[src/hdl/assert_macros.svh]
// Assertion helpers shared by the request parser and responder RTL.
// No dependencies; included by the files that carry assertions.
`ifndef ASSERT_MACROS_SVH
`define ASSERT_MACROS_SVH

// same-cycle implication
`define ASSERT_IMP(lbl, clk, rst, ante, cons) \
  lbl: assert property (@(posedge clk) disable iff (rst) (ante) |-> (cons)) \
    else $error("assertion failed");

// next-cycle implication
`define ASSERT_NXT(lbl, clk, rst, ante, cons) \
  lbl: assert property (@(posedge clk) disable iff (rst) (ante) |=> (cons)) \
    else $error("assertion failed");

`endif

[src/hdl/hrp_pkg.sv]
// Shared types, constants and helper functions for the HCI request parser.
// No dependencies; imported by every module of the block.
package hrp_pkg;

  localparam logic [7:0]  START_BYTE      = 8'hA5;
  localparam logic [15:0] CRC_POLY        = 16'h8408;
  localparam logic [15:0] CRC_INIT        = 16'hFFFF;
  localparam logic [7:0]  LINK_MODE_RESET = 8'd10;

  localparam int MAX_PAYLOAD = 96;
  localparam int LEN_W       = $clog2(MAX_PAYLOAD + 1);

  localparam int FIFO_DEPTH = 4;
  localparam int PTR_W      = $clog2(FIFO_DEPTH);
  localparam int CNT_W      = $clog2(FIFO_DEPTH + 1);

  localparam logic [1:0] EP_HOST  = 2'd1;
  localparam logic [1:0] EP_RADIO = 2'd2;

  // request ids
  localparam logic [7:0] MSG_PING   = 8'h01;
  localparam logic [7:0] MSG_SETCFG = 8'h03;
  localparam logic [7:0] MSG_GETCFG = 8'h05;
  localparam logic [7:0] MSG_INFO   = 8'h0F;
  localparam logic [7:0] MSG_SEND1  = 8'h01;
  localparam logic [7:0] MSG_SEND4  = 8'h04;

  // response ids
  localparam logic [7:0] RSP_PING   = 8'h02;
  localparam logic [7:0] RSP_SETCFG = 8'h04;
  localparam logic [7:0] RSP_GETCFG = 8'h06;
  localparam logic [7:0] RSP_INFO   = 8'h10;
  localparam logic [7:0] RSP_SEND1  = 8'h02;
  localparam logic [7:0] RSP_SEND4  = 8'h05;

  localparam logic [7:0] INFO_B0   = 8'h33;
  localparam logic [7:0] INFO_B2   = 8'h15;
  localparam logic [7:0] INFO_B3   = 8'h16;
  localparam logic [7:0] GETCFG_B0 = 8'h12;

  typedef enum logic [2:0] {
    PH_HUNT,
    PH_CTRL,
    PH_MSGID,
    PH_LEN,
    PH_PAYLOAD
  } ph_t;

  typedef enum logic [1:0] {
    BK_IDLE,
    BK_HDR,
    BK_DATA,
    BK_TRAIL
  } bk_state_t;

  typedef enum logic [2:0] {
    K_PING,
    K_INFO,
    K_GETCFG,
    K_SEND1,
    K_SEND4,
    K_SCHDR,
    K_SCBYTE
  } cmd_kind_t;

  // one queued response job
  typedef struct packed {
    cmd_kind_t  kind;
    logic [7:0] arg;    // length, echoed byte or link mode
    logic       last;   // set-config: append the CRC trailer
    logic       radio;  // radio state after the request word
  } cmd_t;

  function automatic logic [15:0] crc_byte(input logic [15:0] c_in, input logic [7:0] b);
    logic [15:0] c;
    logic [7:0]  v;
    c = c_in;
    v = b;
    for (int k = 0; k < 8; k++) begin
      if ((v[0] ^ c[0]) == 1'b1) begin
        c = (c >> 1) ^ CRC_POLY;
      end else begin
        c = c >> 1;
      end
      v = v >> 1;
    end
    return c;
  endfunction

  function automatic logic [7:0] rsp_ctrl(input cmd_kind_t kind);
    logic [7:0] r;
    r = 8'h80 | {6'd0, EP_HOST};
    if (kind == K_SEND1 || kind == K_SEND4) begin
      r = 8'h80 | {6'd0, EP_RADIO};
    end
    return r;
  endfunction

  function automatic logic [7:0] rsp_id(input cmd_kind_t kind);
    logic [7:0] r;
    case (kind)
      K_PING:   r = RSP_PING;
      K_INFO:   r = RSP_INFO;
      K_GETCFG: r = RSP_GETCFG;
      K_SEND1:  r = RSP_SEND1;
      K_SEND4:  r = RSP_SEND4;
      K_SCHDR:  r = RSP_SETCFG;
      default:  r = 8'h00;
    endcase
    return r;
  endfunction

  function automatic logic [7:0] rsp_len(input cmd_kind_t kind, input logic [7:0] arg);
    logic [7:0] r;
    case (kind)
      K_INFO, K_GETCFG: r = 8'd8;
      K_SCHDR:          r = arg;
      default:          r = 8'd0;
    endcase
    return r;
  endfunction

  function automatic logic [7:0] data_byte(input cmd_kind_t kind, input logic [2:0] idx,
                                           input logic [7:0] arg, input logic [31:0] uid);
    logic [7:0] r;
    r = arg;
    if (kind == K_INFO) begin
      case (idx)
        3'd0:    r = INFO_B0;
        3'd1:    r = 8'h00;
        3'd2:    r = INFO_B2;
        3'd3:    r = INFO_B3;
        3'd4:    r = uid[7:0];
        3'd5:    r = uid[15:8];
        3'd6:    r = uid[23:16];
        default: r = uid[31:24];
      endcase
    end else if (kind == K_GETCFG) begin
      case (idx)
        3'd0:    r = GETCFG_B0;
        3'd1:    r = arg;
        3'd2:    r = uid[7:0];
        3'd3:    r = uid[15:8];
        3'd4:    r = uid[23:16];
        3'd5:    r = uid[31:24];
        default: r = 8'h00;
      endcase
    end
    return r;
  endfunction

endpackage

[src/hdl/hrp_parser.sv]
// Front end: hunts for frames in the host byte stream and turns each
// request into response jobs for the command queue. Depends on hrp_pkg.
module hrp_parser import hrp_pkg::*; (
  input  logic       clk,
  input  logic       rst,
  input  logic       in_valid,
  output logic       in_ready,
  input  logic [7:0] in_byte,
  input  logic       q_full,
  output logic       q_push,
  output cmd_t       q_cmd
);

  ph_t              phase, phase_next;
  logic [1:0]       endpoint_id, endpoint_id_next;
  logic [7:0]       message_id, message_id_next;
  logic [LEN_W-1:0] frame_length, frame_length_next;
  logic [LEN_W-1:0] payload_index, payload_index_next;
  logic [7:0]       link_mode, link_mode_next;
  logic             radio_on, radio_on_next;

  logic             acc;
  logic             set_cfg;
  logic             len_bad;
  logic             len_zero;
  logic [LEN_W:0]   idx_inc;
  logic             pay_last;
  logic             fin;
  logic             fin_known;
  cmd_kind_t        fin_kind;

  assign in_ready = !q_full;
  assign acc      = in_valid && in_ready;
  assign set_cfg  = (endpoint_id == EP_HOST) && (message_id == MSG_SETCFG);
  assign len_bad  = in_byte > 8'(MAX_PAYLOAD);
  assign len_zero = in_byte == 8'd0;
  assign idx_inc  = {1'b0, payload_index} + (LEN_W + 1)'(1);
  assign pay_last = idx_inc >= {1'b0, frame_length};
  assign fin      = ((phase == PH_LEN) && !len_bad && len_zero) ||
                    ((phase == PH_PAYLOAD) && pay_last);

  // response job for a request that completes with a fixed answer
  always_comb begin
    fin_known = 1'b0;
    fin_kind  = K_PING;
    if (endpoint_id == EP_HOST) begin
      case (message_id)
        MSG_PING:   begin fin_known = 1'b1; fin_kind = K_PING;   end
        MSG_INFO:   begin fin_known = 1'b1; fin_kind = K_INFO;   end
        MSG_GETCFG: begin fin_known = 1'b1; fin_kind = K_GETCFG; end
        default:    fin_known = 1'b0;
      endcase
    end else if (endpoint_id == EP_RADIO) begin
      case (message_id)
        MSG_SEND1: begin fin_known = 1'b1; fin_kind = K_SEND1; end
        MSG_SEND4: begin fin_known = 1'b1; fin_kind = K_SEND4; end
        default:   fin_known = 1'b0;
      endcase
    end
  end

  // next state
  always_comb begin
    phase_next = phase;
    if (acc) begin
      case (phase)
        PH_HUNT: begin
          if (in_byte == START_BYTE) phase_next = PH_CTRL;
        end
        PH_CTRL: begin
          // control byte is legal only as endpoint 1 or 2 with no flag bits
          if (in_byte inside {{6'd0, EP_HOST}, {6'd0, EP_RADIO}}) phase_next = PH_MSGID;
          else phase_next = PH_HUNT;
        end
        PH_MSGID: phase_next = PH_LEN;
        PH_LEN: begin
          if (len_bad || len_zero) phase_next = PH_HUNT;
          else phase_next = PH_PAYLOAD;
        end
        PH_PAYLOAD: begin
          if (pay_last) phase_next = PH_HUNT;
        end
        default: phase_next = PH_HUNT;
      endcase
    end
  end

  // outputs and data registers
  always_comb begin
    endpoint_id_next   = endpoint_id;
    message_id_next    = message_id;
    frame_length_next  = frame_length;
    payload_index_next = payload_index;
    link_mode_next     = link_mode;
    radio_on_next      = radio_on;
    q_push             = 1'b0;
    q_cmd.kind         = K_SCBYTE;
    q_cmd.arg          = in_byte;
    q_cmd.last         = 1'b0;
    q_cmd.radio        = radio_on;
    if (acc) begin
      case (phase)
        PH_CTRL:  endpoint_id_next = in_byte[1:0];
        PH_MSGID: message_id_next = in_byte;
        PH_LEN: begin
          if (!len_bad) begin
            frame_length_next  = in_byte[LEN_W-1:0];
            payload_index_next = '0;
            if (set_cfg) begin
              q_push     = 1'b1;
              q_cmd.kind = K_SCHDR;
              q_cmd.last = len_zero;
            end
          end
        end
        PH_PAYLOAD: begin
          payload_index_next = idx_inc[LEN_W-1:0];
          if (set_cfg) begin
            q_push     = 1'b1;
            q_cmd.kind = K_SCBYTE;
            q_cmd.last = pay_last;
            if (payload_index == LEN_W'(2)) link_mode_next = in_byte;
          end
        end
        default: ;
      endcase
      if (fin) begin
        if (set_cfg) begin
          radio_on_next = 1'b1;
          q_cmd.radio   = 1'b1;
        end else if (fin_known) begin
          q_push      = 1'b1;
          q_cmd.kind  = fin_kind;
          q_cmd.arg   = link_mode;
          q_cmd.last  = 1'b1;
        end
      end
    end
  end

  always_ff @(posedge clk) begin
    if (rst) begin
      phase         <= PH_HUNT;
      endpoint_id   <= '0;
      message_id    <= '0;
      frame_length  <= '0;
      payload_index <= '0;
      link_mode     <= LINK_MODE_RESET;
      radio_on      <= 1'b0;
    end else begin
      phase         <= phase_next;
      endpoint_id   <= endpoint_id_next;
      message_id    <= message_id_next;
      frame_length  <= frame_length_next;
      payload_index <= payload_index_next;
      link_mode     <= link_mode_next;
      radio_on      <= radio_on_next;
    end
  end

endmodule

[src/hdl/hrp_cmd_fifo.sv]
// Short job queue between the request parser and the responder.
// Depends on hrp_pkg for the job type and depth.
`include "assert_macros.svh"
module hrp_cmd_fifo import hrp_pkg::*; (
  input  logic clk,
  input  logic rst,
  input  logic push,
  input  cmd_t wr_cmd,
  output logic full,
  input  logic pop,
  output cmd_t rd_cmd,
  output logic empty
);

  cmd_t             slots [FIFO_DEPTH];
  logic [PTR_W-1:0] wr_ptr, rd_ptr;
  logic [CNT_W-1:0] count;

  assign full   = count == CNT_W'(FIFO_DEPTH);
  assign empty  = count == '0;
  assign rd_cmd = slots[rd_ptr];

  function automatic logic [PTR_W-1:0] ptr_inc(input logic [PTR_W-1:0] p);
    return (p == PTR_W'(FIFO_DEPTH - 1)) ? '0 : p + PTR_W'(1);
  endfunction

  always_ff @(posedge clk) begin
    if (push) slots[wr_ptr] <= wr_cmd;
  end

  always_ff @(posedge clk) begin
    if (rst) begin
      wr_ptr <= '0;
      rd_ptr <= '0;
      count  <= '0;
    end else begin
      if (push) wr_ptr <= ptr_inc(wr_ptr);
      if (pop) rd_ptr <= ptr_inc(rd_ptr);
      if (push && !pop) count <= count + CNT_W'(1);
      else if (pop && !push) count <= count - CNT_W'(1);
    end
  end

  `ASSERT_IMP(a_no_overflow, clk, rst, push, !full || pop)
  `ASSERT_IMP(a_no_underflow, clk, rst, pop, !empty)
  `ASSERT_NXT(a_count_up, clk, rst, push && !pop, count == $past(count) + CNT_W'(1))

endmodule

[src/hdl/hrp_responder.sv]
// Back end: expands queued jobs into response frame bytes with CRC-16
// and holds each byte in the output register. Depends on hrp_pkg.
`include "assert_macros.svh"
module hrp_responder import hrp_pkg::*; (
  input  logic        clk,
  input  logic        rst,
  input  logic [31:0] unit_id,
  input  logic        q_empty,
  input  cmd_t        q_cmd,
  output logic        q_pop,
  output logic        out_valid,
  input  logic        out_ready,
  output logic [7:0]  out_byte,
  output logic        frame_end,
  output logic        radio_enabled
);

  bk_state_t   state, state_next;
  logic [2:0]  pos, pos_next;
  cmd_t        cmd;
  logic [15:0] crc;

  logic        advance;
  logic        has_data;
  logic        has_trail;
  logic [7:0]  byte_val;
  logic        byte_crc;
  logic        byte_end;

  assign advance   = (state != BK_IDLE) && (!out_valid || out_ready);
  assign q_pop     = (state == BK_IDLE) && !q_empty;
  assign has_data  = (cmd.kind == K_INFO) || (cmd.kind == K_GETCFG);
  // set-config jobs close the frame only on their final word
  assign has_trail = !((cmd.kind == K_SCHDR) || (cmd.kind == K_SCBYTE)) || cmd.last;

  // next state
  always_comb begin
    state_next = state;
    pos_next   = pos;
    case (state)
      BK_IDLE: begin
        if (q_pop) begin
          state_next = (q_cmd.kind == K_SCBYTE) ? BK_DATA : BK_HDR;
          pos_next   = '0;
        end
      end
      BK_HDR: begin
        if (advance) begin
          if (pos == 3'd3) begin
            pos_next = '0;
            if (has_data) state_next = BK_DATA;
            else if (has_trail) state_next = BK_TRAIL;
            else state_next = BK_IDLE;
          end else begin
            pos_next = pos + 3'd1;
          end
        end
      end
      BK_DATA: begin
        if (advance) begin
          if (cmd.kind == K_SCBYTE || pos == 3'd7) begin
            pos_next   = '0;
            state_next = has_trail ? BK_TRAIL : BK_IDLE;
          end else begin
            pos_next = pos + 3'd1;
          end
        end
      end
      BK_TRAIL: begin
        if (advance) begin
          if (pos == 3'd1) begin
            pos_next   = '0;
            state_next = BK_IDLE;
          end else begin
            pos_next = pos + 3'd1;
          end
        end
      end
      default: state_next = BK_IDLE;
    endcase
  end

  // byte selection
  always_comb begin
    byte_val = 8'h00;
    byte_crc = 1'b0;
    byte_end = 1'b0;
    case (state)
      BK_HDR: begin
        byte_crc = 1'b1;
        case (pos)
          3'd0: begin
            byte_val = START_BYTE;
            byte_crc = 1'b0;
          end
          3'd1:    byte_val = rsp_ctrl(cmd.kind);
          3'd2:    byte_val = rsp_id(cmd.kind);
          default: byte_val = rsp_len(cmd.kind, cmd.arg);
        endcase
      end
      BK_DATA: begin
        byte_crc = 1'b1;
        byte_val = data_byte(cmd.kind, pos, cmd.arg, unit_id);
      end
      BK_TRAIL: begin
        if (pos == 3'd0) begin
          byte_val = ~crc[7:0];
        end else begin
          byte_val = ~crc[15:8];
          byte_end = 1'b1;
        end
      end
      default: byte_val = 8'h00;
    endcase
  end

  always_ff @(posedge clk) begin
    if (rst) begin
      state     <= BK_IDLE;
      pos       <= '0;
      out_valid <= 1'b0;
    end else begin
      state <= state_next;
      pos   <= pos_next;
      if (advance) out_valid <= 1'b1;
      else if (out_ready) out_valid <= 1'b0;
    end
  end

  always_ff @(posedge clk) begin
    if (q_pop) cmd <= q_cmd;
    if (advance) begin
      out_byte      <= byte_val;
      frame_end     <= byte_end;
      radio_enabled <= cmd.radio;
      if (state == BK_HDR && pos == 3'd0) crc <= CRC_INIT;
      else if (byte_crc) crc <= crc_byte(crc, byte_val);
    end
  end

  `ASSERT_NXT(a_load_starts, clk, rst, q_pop, state != BK_IDLE)
  `ASSERT_IMP(a_data_kind, clk, rst, state == BK_DATA,
              cmd.kind == K_INFO || cmd.kind == K_GETCFG || cmd.kind == K_SCBYTE)
  `ASSERT_NXT(a_trail_pair, clk, rst, state == BK_TRAIL && pos == 3'd0 && advance,
              state == BK_TRAIL && pos == 3'd1)

endmodule

[src/hdl/hci_request_parser_responder.sv]
// Serial HCI request parser and responder: host bytes in, response frame
// bytes out (0xA5, 0x80|ep, id, len, payload, inverted CRC-16 low byte first).
// A host byte is accepted every clock while the four-entry job queue has room;
// the responder sends one frame byte per clock while out_ready allows it, and
// returns to its idle state to load each job from the queue; an echoed
// set-config byte carries the CRC trailer only on the last byte.
// Depends on hrp_pkg, hrp_parser, hrp_cmd_fifo and hrp_responder.
module hci_request_parser_responder import hrp_pkg::*; (
  input  logic        clk,
  input  logic        rst,
  input  logic        in_valid,
  output logic        in_ready,
  input  logic [7:0]  in_byte,
  output logic        out_valid,
  input  logic        out_ready,
  output logic [7:0]  out_byte,
  output logic        frame_end,
  output logic        radio_enabled,
  input  logic        cfg_valid,
  output logic        cfg_ready,
  input  logic [31:0] cfg_data
);

  logic [31:0] unit_id;
  logic        q_full, q_empty, q_push, q_pop;
  cmd_t        q_wr, q_rd;

  assign cfg_ready = 1'b1;

  always_ff @(posedge clk) begin
    if (rst) begin
      unit_id <= '0;
    end else if (cfg_valid && cfg_ready) begin
      unit_id <= cfg_data;
    end
  end

  hrp_parser u_parser (
    .clk      (clk),
    .rst      (rst),
    .in_valid (in_valid),
    .in_ready (in_ready),
    .in_byte  (in_byte),
    .q_full   (q_full),
    .q_push   (q_push),
    .q_cmd    (q_wr)
  );

  hrp_cmd_fifo u_fifo (
    .clk    (clk),
    .rst    (rst),
    .push   (q_push),
    .wr_cmd (q_wr),
    .full   (q_full),
    .pop    (q_pop),
    .rd_cmd (q_rd),
    .empty  (q_empty)
  );

  hrp_responder u_resp (
    .clk           (clk),
    .rst           (rst),
    .unit_id       (unit_id),
    .q_empty       (q_empty),
    .q_cmd         (q_rd),
    .q_pop         (q_pop),
    .out_valid     (out_valid),
    .out_ready     (out_ready),
    .out_byte      (out_byte),
    .frame_end     (frame_end),
    .radio_enabled (radio_enabled)
  );

endmodule

[config.mk]
export PLATFORM = sky130hd
export DESIGN_NAME = hci_request_parser_responder
export DESIGN_NICKNAME = d
export VERILOG_FILES = /design/src/hdl/hrp_pkg.sv /design/src/hdl/hrp_parser.sv /design/src/hdl/hrp_cmd_fifo.sv /design/src/hdl/hrp_responder.sv /design/src/hdl/hci_request_parser_responder.sv
export VERILOG_INCLUDE_DIRS = /design/src /design/src/hdl
export SDC_FILE = /design/constraint.sdc
export NUM_CORES = 1
export LEC_CHECK = 0
export ABC_AREA = 1
export BUFFER_PORTS_ARGS = -buffer_cell sky130_fd_sc_hd__buf_2
export CAP_MARGIN = 30
export CELL_PAD_IN_SITES_DETAIL_PLACEMENT = 1
export CELL_PAD_IN_SITES_GLOBAL_PLACEMENT = 1
export CORE_MARGIN = 1
export CORE_UTILIZATION = 30
export CTS_CLUSTER_DIAMETER = 40
export DETAILED_ROUTE_END_ITERATION = 10
export GPL_TIMING_DRIVEN = 1
export PLACE_DENSITY_LB_ADDON = 0.1
export SLEW_MARGIN = 30
export SYNTH_ARGS = -nofsm -noshare
export SYNTH_HDL_FRONTEND = slang
export SYNTH_SLANG_ARGS = --single-unit
[constraint.sdc]
create_clock -name clk -period 3.15 [get_ports clk]
set_input_delay 0.63 -clock clk [delete_from_list [all_inputs] [get_ports clk]]
set_output_delay 0.63 -clock clk [all_outputs]
set_load 0.03 [all_outputs]
==> results of run 1 <==
## critical path: cells and delay by family, from the launching register on
| family | cells | cell delay (ps) |
|---|---|---|
| AND/OR/NAND/NOR | 7 | 710 |
| XOR/XNOR | 1 | 180 |
| adder cells (fa/ha/maj) | 4 | 900 |
| AO/OA/AOI/OAI | 6 | 760 |
| buffers and inverters | 2 | 80 |
| flip-flops | 1 | 380 |
## final cells by class
type / instances / area share, %
clock buffer: 17 / 3.98
multi-input combinational: 772 / 37.6
timing repair buffer: 102 / 6.18
clock inverter: 15 / 1.87
sequential: 174 / 41.2
tap: 384 / 4.50
inverter: 129 / 4.63
## logic make-up (layout without fill, tap and decap cells)
logic type	Yosys count	after routing	share of synthesized area (%)
AND/OR/NAND/NOR	500	500	24.6
AO/OA/AOI/OAI	238	238	14.3
flip-flops	174	174	48.9
buffers and inverters	170	263	7.69
adder cells (fa/ha/maj)	27	27	3.85
XOR/XNOR	6	6	0.585
other	1	1	0.0418
## state kept, by name, indices dropped and copies added, names as in the netlist, named ones only
signal                  cells
u_fifo.slots               52
u_parser.payload_index      7
u_fifo.count                3
u_parser.radio_on           1
u_resp.out_byte             8
u_resp.out_valid            1
u_resp.state                2
unit_id                    32
u_resp.crc                 16
u_resp.radio_enabled        1
u_fifo.wr_ptr               2
u_resp.pos                  3
u_fifo.rd_ptr               2
u_parser.endpoint_id        2
u_parser.message_id         8
u_parser.link_mode          8
u_resp.cmd                 13
u_parser.frame_length       7
u_parser.phase              3
u_resp.frame_end            1
## how the worst max path moves through the flow
| stage | start | to | slack [ps] | depth (start not counted) |
|---|---|---|---|---|
| after global placement | u_parser.payload_index[0] | u_fifo.count[2] | -190 | 20 |
| after detailed placement | u_parser.payload_index[0] | u_fifo.count[2] | -260 | 20 |
| final | u_parser.payload_index[0] | u_fifo.count[2] | 30 | 20 |
| after CTS | u_parser.payload_index[1] | u_fifo.count[2] | -50 | 20 |
| after floorplan | u_parser.payload_index[0] | u_fifo.slots[0][0] | -180 | 13 |
| after global routing | u_parser.payload_index[0] | u_fifo.count[2] | -190 | 20 |
## cells in the mapped netlist, types with 2 or more instances
library cell	number	share of area, %
nand4_1	7	0.49
a221oi_1	2	0.20
buf_6	2	0.25
xor2_1	5	0.49
inv_1	115	4.8
buf_2	8	0.45
nand2_2	19	1.3
buf_4	3	0.25
nand3_2	2	0.22
a211oi_1	6	0.50
a21oi_2	3	0.29
nor2_1	129	5.4
nor2_8	2	0.45
o21ai_0	117	6.5
nand2_1	204	8.5
inv_2	12	0.50
a21boi_0	3	0.25
nor2_2	2	0.14
o22ai_1	13	0.91
clkbuf_1	26	1.1
nand3b_1	5	0.42
nand3_1	110	6.1
ha_1	26	3.6
o31ai_1	2	0.17
nand2_4	2	0.25
dfxtp_1	83	19
edfxtp_1	91	30
nor4_1	4	0.28
o211ai_1	5	0.42
o21ai_1	2	0.11
nor3_1	11	0.61
a21oi_1	80	4.5
## power groups by stage
stage | combinational, mW | clock [mW] | sequential (mW)
after global placement | 2.32 | 0 | 3.05
after global routing | 2.68 | 2.37 | 3.03
after detailed placement | 2.35 | 0 | 3.05
final | 2.36 | 2.22 | 3.00
after CTS | 2.38 | 2.29 | 3.00
after floorplan | 1.55 | 0 | 3.05
## metrics by stage
step	setup WS (ps)	cells	instance area, um2
final	32.1	1593	10700
after global routing	-190	1593	10700
after CTS	-45.8	1589	10600
after detailed placement	-262	1556	9860
after global placement	-195	1556	9860
after floorplan	-182	1116	8980
## routing by layer
layer | vias up | share of wire (%) | global-route usage (%)
met5 | - | 0 | 0
met4 | 0 | 1.3 | 4.75
met3 | 21 | 2.1 | 2.52
met2 | 90 | 53 | 34.8
met1 | 3722 | 43 | 21.8
li1 | 3915 | - | -
## timing repair
action,in CTS,in global routing
hold buffers,0,0
cloned,0,3
gates resized for setup,18,38
pin swaps,9,12
endpoints found under the setup margin,2,94
setup buffers,1,2
==> run_results.csv, run 1 <==
group,metric,value,unit
sta,setup_violations,0,
global_routing,grt_antenna_before_repair,0,
logic_synthesis,synthesized_netlist_net_count,1188,
min_path,timing.hold.worst_endpoint,"unit_id[0]",
logic_synthesis,synth_seq_area_share,48.9,%
worst_setup_path,endpoint_of_the_most_critical_register_to_register_path,"u_fifo.count[2]",
global_routing,first_pass_grt_wire_length,43600,um
sta,fmax,0.321,GHz
final_layout,n_antenna_cell,0,
logic_synthesis,avgSynthCellArea,8.05,um2
worst_setup_path,worstPathCellList,"ha_4, nand3_2, nand3b_1, xor2_2, ha_1, inv_2, a21oi_2, nand2_1, o211ai_1, nand2_1, nand2_2, nand2_4, nand2_4, ha_4, inv_2, fa_2, a21oi_2, o21ai_2, o21ai_1, a21oi_1",
logic_synthesis,post_synth_inst_count,1116,
die,io_pins,58,
final_layout,number_of_fillers_in_the_final_layout,3484,
sta,finalHoldWorstSlack,423,ps
power_and_ir_drop,power.share.switching,38.8,%
worst_setup_path,critical_path_required,3490,ps
clock_network,path_clk_slew,80,ps
worst_setup_path,cp_data_arrival_time,3450,ps
worst_setup_path,worst-setup-path-type,"reg -> reg",
power_and_ir_drop,switching_power,2.94,mW
run_status,outcome,"complete, no violations",
logic_synthesis,ys_ff_latch,174,
detailed_routing,detail_route.wl_per_cell,17.2,um
detailed_routing,wl,27400,um
flow_run,timing.max_cap.violations,0,
global_routing,grt_pass1_vias,8080,
sta,timing_hold_violations_final,0,
min_path,worst_hold_path_type,"in -> reg",
final_layout,layout.area.seq,0.00440,mm2
detailed_routing,drtPass1Iterations,4,
detailed_routing,post_drt_via_cell_ratio,4.86,
die,core-area,0.0291,mm2
final_layout,multi_input_area,0.00402,mm2
sta,fin_worst_skew,12.0,ps
power_and_ir_drop,power.leakage,4.52,nW
sta,rsz_0062_raised_after_global_routing,"true",
sta,least_margin_pin_slew,780,ps
final_layout,most-common-layout-cells,"nand2_1 (202), nor2_1 (127), inv_1 (113)",
die,die_width,175,um
final_layout,post-route-util,36.7,%
worst_setup_path,reg2reg_from,"u_parser.payload_index[0]",
power_and_ir_drop,sequentialPowerShare,39.5,%
final_layout,final_net_count,1268,
placed_design,place_congestion,0.821,
logic_synthesis,synthFlopType,"edfxtp_1",
logic_synthesis,synth.cell_area,0.00898,mm2
final_layout,layout_commonest_cell,"nand2_1",
clock_network,clock_tree.root_cell,"clkbuf_16",
clock_network,cts_htree_levels,4,
die,floorplan.initialDensity,30.9,%
global_routing,grt_use_total,18.5,%
sta,finalMaxSlewViolations,0,
min_path,min_from,"cfg_data[0]",
die,dieArea,0.0306,mm2
detailed_routing,drt-initial-drc-count,268,
worst_setup_path,critical-path-slowest-cell,"dfxtp_4",
die,die_height,175,um
detailed_routing,via_count,7748,
global_routing,residual_overflow_from_global_routing,0,
min_path,min_path_cells,3,
worst_setup_path,critical-path-max-stage-delay,380,ps
clock_network,tritoncts_clock_tree,"built",
detailed_routing,antenna_violating_nets_post_route,0,
worst_setup_path,worstRegToRegCells,20,
sta,setup_tns,0,ps
clock_network,cts_buffers,17,
die,num_rows,62,
clock_network,clkSinkCount,174,
sta,final.period_utilization,99.0,%
detailed_routing,drt_drc_violations_left,0,
power_and_ir_drop,power.ir.vdd_worst,436,uV
sta,worst_relative_slew_slack,47.9,%
clock_network,maximum_number_of_buffers_from_clock_root_to_sink,2,
power_and_ir_drop,p_int,4.64,mW
clock_network,clock_latency,440,ps
logic_synthesis,synthesis_warning_total,0,
worst_setup_path,critical_path.endpoint_type,"flip-flop",
global_routing,grt_max_degree,30,
logic_synthesis,synth_async_sr_flop_share,0,%
placed_design,place_hpwl,20000,um
power_and_ir_drop,clock_power_share,29.4,%
logic_synthesis,synth_enable_flop_cells,91,
final_layout,drive_gt1_share,16.9,%
placed_design,port_buffers,56,
worst_setup_path,startpoint_type,"flip-flop",
final_layout,area_growth_synth_to_finish,19.0,%
worst_setup_path,crit_path_max_fanout,3,
power_and_ir_drop,combPwrFrac,31.1,%
power_and_ir_drop,power.total,7.58,mW
worst_setup_path,ff2ff_setup_slack,30,ps
logic_synthesis,post_synth_num_cell_types,47,
sta,post-route-min-period,3120,ps
power_and_ir_drop,cellPowerDensity,709,mW/mm2
(Power assumes the default switching activity.)
==> run 2, diff against run 1 <==
--- a/config.mk
+++ b/config.mk
@@ -6,7 +6,7 @@
 export SDC_FILE = /design/constraint.sdc
 export NUM_CORES = 1
 export LEC_CHECK = 0
-export ABC_AREA = 1
+export ABC_AREA = 0
 export BUFFER_PORTS_ARGS = -buffer_cell sky130_fd_sc_hd__buf_2
 export CAP_MARGIN = 30
 export CELL_PAD_IN_SITES_DETAIL_PLACEMENT = 1
==> run_results.csv, run 2 <==
group,metric,value,unit
run_status,outcome,"finished, violations left",
run_status,failed_checks,"setup timing",
logic_synthesis,post-synth-top-count-cell,"nor2_1",
clock_network,clock_tree.root_cell,"clkbuf_16",
logic_synthesis,synthesized_netlist_net_count,889,
placed_design,placedInstanceArea,0.0102,mm2
logic_synthesis,synth.cell_area,0.00896,mm2
power_and_ir_drop,power.ir.vdd_worst,376,uV
sta,setup_tns,-268,ps
sta,timing_hold_violations_final,0,
global_routing,grt_antenna_before_repair,0,
sta,fin_worst_skew,9.01,ps
clock_network,maximum_number_of_buffers_from_clock_root_to_sink,2,
sta,finalMaxSlewViolations,0,
die,die_height,175,um
final_layout,post-route-util,38.0,%
detailed_routing,post_drt_via_cell_ratio,5.00,
placed_design,port_buffers,56,
global_routing,residual_overflow_from_global_routing,0,
detailed_routing,drtPass1Iterations,4,
global_routing,grt_use_total,17.0,%
final_layout,most-common-layout-cells,"nor2_1 (96), buf_4 (92), edfxtp_1 (91)",
clock_network,tritoncts_clock_tree,"built",
detailed_routing,drt-initial-drc-count,375,
detailed_routing,wl,24900,um
final_layout,drive_gt1_share,26.9,%
logic_synthesis,avgSynthCellArea,11.0,um2
power_and_ir_drop,power.share.switching,34.6,%
clock_network,cts_buffers,17,
worst_setup_path,cp_data_arrival_time,3790,ps
final_layout,registers.top_by_ff_count,"u_fifo.slots",
placed_design,numPlacedInstances,1294,
sta,fin_ws,-265,ps
logic_synthesis,synth_seq_area_share,49.1,%
logic_synthesis,synthFlopType,"edfxtp_1",
logic_synthesis,netlist.area_leader.share,30.5,%
detailed_routing,detail_route.wl_per_cell,18.7,um
logic_synthesis,synth_enable_flop_cells,91,
detailed_routing,antenna_violating_nets_post_route,0,
final_layout,n_antenna_cell,0,
final_layout,postLayoutCellArea,0.0110,mm2
worst_setup_path,worstPathCellList,"ha_4, and3_4, nand3_4, xnor2_2, ha_1, nand3_2, or3b_4, a211o_1, a21boi_4, inv_2, ha_4, inv_2, fa_2, xor2_1, or3_1, a21oi_1",
worst_setup_path,critical-path-slowest-cell,"or3b_4",
sta,post-route-min-period,3410,ps
power_and_ir_drop,sequentialPowerShare,39.9,%
clock_network,clkSinkCount,174,
die,io_pins,58,
die,dieArea,0.0306,mm2
final_layout,area_growth_synth_to_finish,23.0,%
logic_synthesis,ys_ff_latch,174,
worst_setup_path,crit_path_max_fanout,3,
worst_setup_path,critical_path.endpoint_type,"flip-flop",
final_layout,final_net_count,1009,
global_routing,grt_pass1_vias,7241,
final_layout,layout_top_registers,"u_fifo.slots: 52 flops, unit_id: 32 flops, u_resp.crc: 16 flops",
global_routing,first_pass_grt_wire_length,39900,um
sta,least_margin_pin_slew,941,ps
sta,finalHoldWorstSlack,418,ps
detailed_routing,drt_drc_violations_left,0,
sta,fmax,0.293,GHz
placed_design,place_hpwl,18600,um
clock_network,clock_latency,440,ps
worst_setup_path,critical_path_required,3520,ps
power_and_ir_drop,power.total,7.47,mW
logic_synthesis,synth_async_sr_flop_share,0,%
die,core-area,0.0290,mm2
final_layout,largest_reg_flops,52,
die,die_width,175,um
logic_synthesis,netlist_top_cells_count,"nor2_1 (96), edfxtp_1 (91), dfxtp_1 (83)",
placed_design,post-place-ws,-326,ps
logic_synthesis,post_synth_inst_count,817,
sta,rsz_0062_raised_after_global_routing,"true",
final_layout,layout.cells.non_filler,1334,
logic_synthesis,post-synth-top-area-cell,"edfxtp_1",
power_and_ir_drop,cellPowerDensity,678,mW/mm2
worst_setup_path,startpoint_type,"flip-flop",
detailed_routing,via_count,6666,
global_routing,grt_max_degree,43,
worst_setup_path,critical-path-max-stage-delay,380,ps
die,num_rows,62,
clock_network,path_clk_slew,70,ps
clock_network,cts_htree_levels,4,
power_and_ir_drop,clock_power_share,28.3,%
logic_synthesis,post_synth_num_cell_types,83,
sta,final.period_utilization,108,%
logic_synthesis,netlist_top_cells_area,"edfxtp_1 (31%), dfxtp_1 (19%), mux2i_1 (7.9%)",
placed_design,place_congestion,0.826,
die,floorplan.initialDensity,30.9,%
worst_setup_path,worst-setup-path-type,"reg -> reg",
power_and_ir_drop,p_int,4.88,mW
sta,setup_violations,2,
min_path,worst_hold_path_type,"in -> reg",
sta,worst_relative_slew_slack,37.3,%
flow_run,timing.max_cap.violations,0,
logic_synthesis,synthesis_warning_total,0,
final_layout,layout_commonest_cell,"nor2_1",
power_and_ir_drop,combPwrFrac,31.8,%
power_and_ir_drop,switching_power,2.59,mW
power_and_ir_drop,power.leakage,4.18,nW
-- run 2: cell types whose count changed after synthesis, moves of 13 or more --
cell	delta
mux4_2	+13
nor2b_1	+17
a21oi_1	-38
nor2_1	-33
nand2b_1	+13
nand2_1	-161
xnor2_1	+13
mux2i_1	+71
o21ai_0	-83
inv_1	-91
nand2_2	-19
nand3_1	-98
-- run 2: final cells by class --
type | count | area, um2
Clock buffer | 19 | 454
Clock inverter | 13 | 138
Fill cell | 3192 | 18000
Inverter | 26 | 97.6
Multi-Input combinational cell | 565 | 4370
Sequential cell | 174 | 4410
Tap cell | 384 | 480
Timing Repair Buffer | 153 | 1070
-- run 2: cell families after synthesis --
group	after synthesis	synth area share, %
simple gates	253	14.5
flops	174	49.1
compound gates	163	12.7
mux	93	12.4
buf+inv	78	4.12
xor+xnor	28	3.38
fa+ha+maj	27	3.85
other cells	1	0.0419
-- run 2: repair_timing --
item | in CTS | in global routing
buffers inserted | 2 | 6
hold buffers | 0 | 0
gates cloned | 0 | 0
setup endpoints to repair | 5 | 15
gates resized for setup | 13 | 18
pin swaps | 11 | 6
-- run 2: worst max-delay path, delay by kind of cell (launching register included) --
family	cells	cell delay [ps]
simple gates	5	1040
fa+ha+maj	4	940
compound gates	3	570
flops	1	370
xor+xnor	2	300
buf+inv	2	120
-- run 2: final timing paths --
| path | startpoint | end | slack [ps] | cells past startpoint |
|---|---|---|---|---|
| max | u_parser.payload_index[1] | u_fifo.count[2] | -260 | 16 |
| min | cfg_data[5] | unit_id[5] | 420 | 3 |
| max reg2reg | u_parser.payload_index[1] | u_fifo.count[2] | -260 | 16 |
| min reg2reg | u_resp.cmd[0] | u_resp.radio_enabled | 420 | 0 |
-- run 2: power by group through the flow --
| stage | Clock (mW) | Sequential, mW | Combinational (mW) |
|---|---|---|---|
| 3_5_place_dp | 0 | 3.03 | 2.35 |
| 4_1_cts | 2.21 | 2.98 | 2.36 |
| 6_report | 2.12 | 2.98 | 2.38 |
| 5_1_grt | 2.30 | 3.01 | 2.61 |
| 3_3_place_gp | 0 | 3.02 | 2.29 |
| 2_1_floorplan | 0 | 2.98 | 1.58 |
-- run 2: metal layers --
layer	part of all wire (%)	track usage (%)	wire [um]	up-vias
met4	2.0	5.94	490	0
met5	0	0	0	-
li1	-	-	-	3242
met1	42	19.5	10600	3293
met3	2.4	3.35	608	32
met2	53	31.0	13200	99
==> run 3, diff against run 2 <==
--- a/config.mk
+++ b/config.mk
@@ -9,14 +9,11 @@
 export ABC_AREA = 0
 export BUFFER_PORTS_ARGS = -buffer_cell sky130_fd_sc_hd__buf_2
 export CAP_MARGIN = 30
-export CELL_PAD_IN_SITES_DETAIL_PLACEMENT = 1
-export CELL_PAD_IN_SITES_GLOBAL_PLACEMENT = 1
 export CORE_MARGIN = 1
 export CORE_UTILIZATION = 30
 export CTS_CLUSTER_DIAMETER = 40
 export DETAILED_ROUTE_END_ITERATION = 10
 export GPL_TIMING_DRIVEN = 1
-export PLACE_DENSITY_LB_ADDON = 0.1
 export SLEW_MARGIN = 30
 export SYNTH_ARGS = -nofsm -noshare
 export SYNTH_HDL_FRONTEND = slang
==> run_results.csv, run 3 (same netlist as run 2, synthesis figures left out) <==
group,metric,value,unit
sta,least_margin_pin_slew,932,ps
clock_network,maximum_number_of_buffers_from_clock_root_to_sink,2,
die,floorplan.initialDensity,30.9,%
final_layout,most-common-layout-cells,"nor2_1 (96), edfxtp_1 (91), buf_4 (84)",
global_routing,grt_antenna_before_repair,0,
worst_setup_path,critical-path-max-stage-delay,380,ps
detailed_routing,antenna_violating_nets_post_route,0,
sta,finalHoldWorstSlack,430,ps
power_and_ir_drop,switching_power,2.40,mW
placed_design,numPlacedInstances,1285,
global_routing,first_pass_grt_wire_length,33700,um
worst_setup_path,timing.critical_path.max_delay_family,"compound AO/OA/AOI/OAI gates",
detailed_routing,via_count,6568,
die,die_height,175,um
min_path,worst_hold_path_type,"in -> reg",
power_and_ir_drop,sequentialPowerShare,40.0,%
final_layout,registers.top_by_ff_count,"u_fifo.slots",
die,dieArea,0.0306,mm2
placed_design,port_buffers,56,
global_routing,grt_use_total,14.0,%
clock_network,clkSinkCount,174,
final_layout,layout_top_registers,"u_fifo.slots: 52 flops, unit_id: 32 flops, u_resp.crc: 16 flops",
sta,finalMaxSlewViolations,0,
placed_design,place_hpwl,15000,um
power_and_ir_drop,power.total,7.42,mW
run_status,failed_checks,"setup timing",
clock_network,cts_buffers,17,
detailed_routing,post_drt_via_cell_ratio,4.95,
worst_setup_path,critical_path.endpoint_type,"flip-flop",
sta,worst_relative_slew_slack,37.9,%
clock_network,path_clk_slew,70,ps
final_layout,layout_commonest_cell,"nor2_1",
power_and_ir_drop,power.share.switching,32.3,%
power_and_ir_drop,clock_power_share,29.7,%
sta,post-route-min-period,3410,ps
power_and_ir_drop,power.ir.vdd_worst,405,uV
power_and_ir_drop,p_int,5.02,mW
detailed_routing,detail_route.wl_per_cell,15.6,um
clock_network,clock_latency,430,ps
final_layout,largest_reg_flops,52,
power_and_ir_drop,combPwrFrac,30.3,%
worst_setup_path,path_buf_inv,5,
worst_setup_path,worst_path_most_repeated_cell,"buf_4",
global_routing,grt_pass1_vias,6437,
clock_network,tritoncts_clock_tree,"built",
final_layout,drive_gt1_share,26.6,%
sta,fmax,0.293,GHz
sta,setup_tns,-299,ps
final_layout,n_antenna_cell,0,
sta,final.period_utilization,108,%
run_status,outcome,"finished, violations left",
worst_setup_path,worstPathCellList,"ha_4, and3_4, nand3_4, xnor2_4, ha_4, buf_4, a21oi_2, o21ai_2, a21oi_2, a211o_1, a21boi_4, inv_2, ha_4, buf_4, buf_4, buf_4, xor2_1, or3_1, a21oi_1",
sta,timing_hold_violations_final,0,
power_and_ir_drop,cellPowerDensity,672,mW/mm2
worst_setup_path,cp_data_arrival_time,3770,ps
final_layout,layout.cells.non_filler,1327,
placed_design,place_congestion,0.897,
die,core-area,0.0290,mm2
die,io_pins,58,
detailed_routing,drt-initial-drc-count,413,
worst_setup_path,startpoint_type,"flip-flop",
clock_network,cts_hold_buffers,0,
sta,setup_violations,2,
worst_setup_path,critical_path_required,3510,ps
final_layout,final_net_count,1002,
detailed_routing,drtPass1Iterations,6,
die,die_width,175,um
final_layout,area_growth_synth_to_finish,23.2,%
clock_network,clock_tree.root_cell,"clkbuf_16",
clock_network,cts_htree_levels,4,
detailed_routing,drt_drc_violations_left,0,
die,num_rows,62,
global_routing,residual_overflow_from_global_routing,0,
worst_setup_path,worst-setup-path-type,"reg -> reg",
sta,fin_ws,-259,ps
placed_design,post-place-ws,-351,ps
sta,fin_worst_skew,9.27,ps
flow_run,timing.max_cap.violations,0,
worst_setup_path,critical-path-slowest-cell,"dfxtp_4",
global_routing,grt_max_degree,42,
power_and_ir_drop,power.leakage,4.16,nW
detailed_routing,wl,20700,um
worst_setup_path,crit_path_max_fanout,4,
sta,rsz_0062_raised_after_global_routing,"true",
run 3: changes by cell type in the layout (fill, tap and decap cells not counted), moves of 2 or more:
cell	previous run	this run
buf_4	92	84
bufinv_16	0	2
clkinv_8	2	0
ha_1	20	18
ha_4	3	5
inv_8	5	2
xnor2_2	2	4
run 3: per-stage QoR:
step	cell area [um2]	utilization (%)
2_1_floorplan	9010	-
3_3_place_gp	10200	35.1
3_5_place_dp	10200	35.1
4_1_cts	10800	37.4
5_1_grt	11000	38.0
6_report	11000	38.0
run 3: layer usage:
layer,vias to the layer above,track usage [%],share of wire [%]
li1,3227,-,-
met1,3149,17.6,44
met2,158,23.5,50
met3,34,3.22,3.9
met4,0,4.82,2.0
met5,-,0,0
run 3: final timing paths:
check,startpoint,end,slack [ps],cells after the start
max reg2reg,u_parser.payload_index[0],u_fifo.count[2],-260,19
min reg2reg,u_resp.cmd[0],u_resp.radio_enabled,430,0
min,cfg_data[11],unit_id[11],430,3
max,u_parser.payload_index[0],u_fifo.count[2],-260,19
run 3: area by class of cell:
cell class              instances  area (um2)
flip-flops and latches        174        4410
well taps                     384         480
inverters                      26        97.6
clock inverters                11         143
multi-input cells             565        4390
repair buffers                146        1030
clock buffers                  21         483
fillers                      2838       18000
run 3: worst register-to-register path, delay by kind of cell (launching register included):
family | cells | cell delay, ps
AO/OA/AOI/OAI | 6 | 870
AND/OR/NAND/NOR | 3 | 590
flip-flops | 1 | 380
buffers and inverters | 5 | 570
adder cells (fa/ha/maj) | 3 | 530
XOR/XNOR | 2 | 380
run 3: power groups by stage:
| stage | sequential [mW] | clock (mW) | combinational [mW] |
|---|---|---|---|
| floorplan | 2.98 | 0 | 1.58 |
| global route | 3.00 | 2.37 | 2.48 |
| CTS | 2.96 | 2.27 | 2.22 |
| detailed placement | 3.01 | 0 | 2.21 |
| finish | 2.97 | 2.20 | 2.25 |
| global placement | 3.01 | 0 | 2.18 |
run 3: what timing repair did:
item,CTS,global route
resized for setup,7,26
endpoints found under the setup margin,2,14
buffers inserted,2,8
pin swaps,9,11
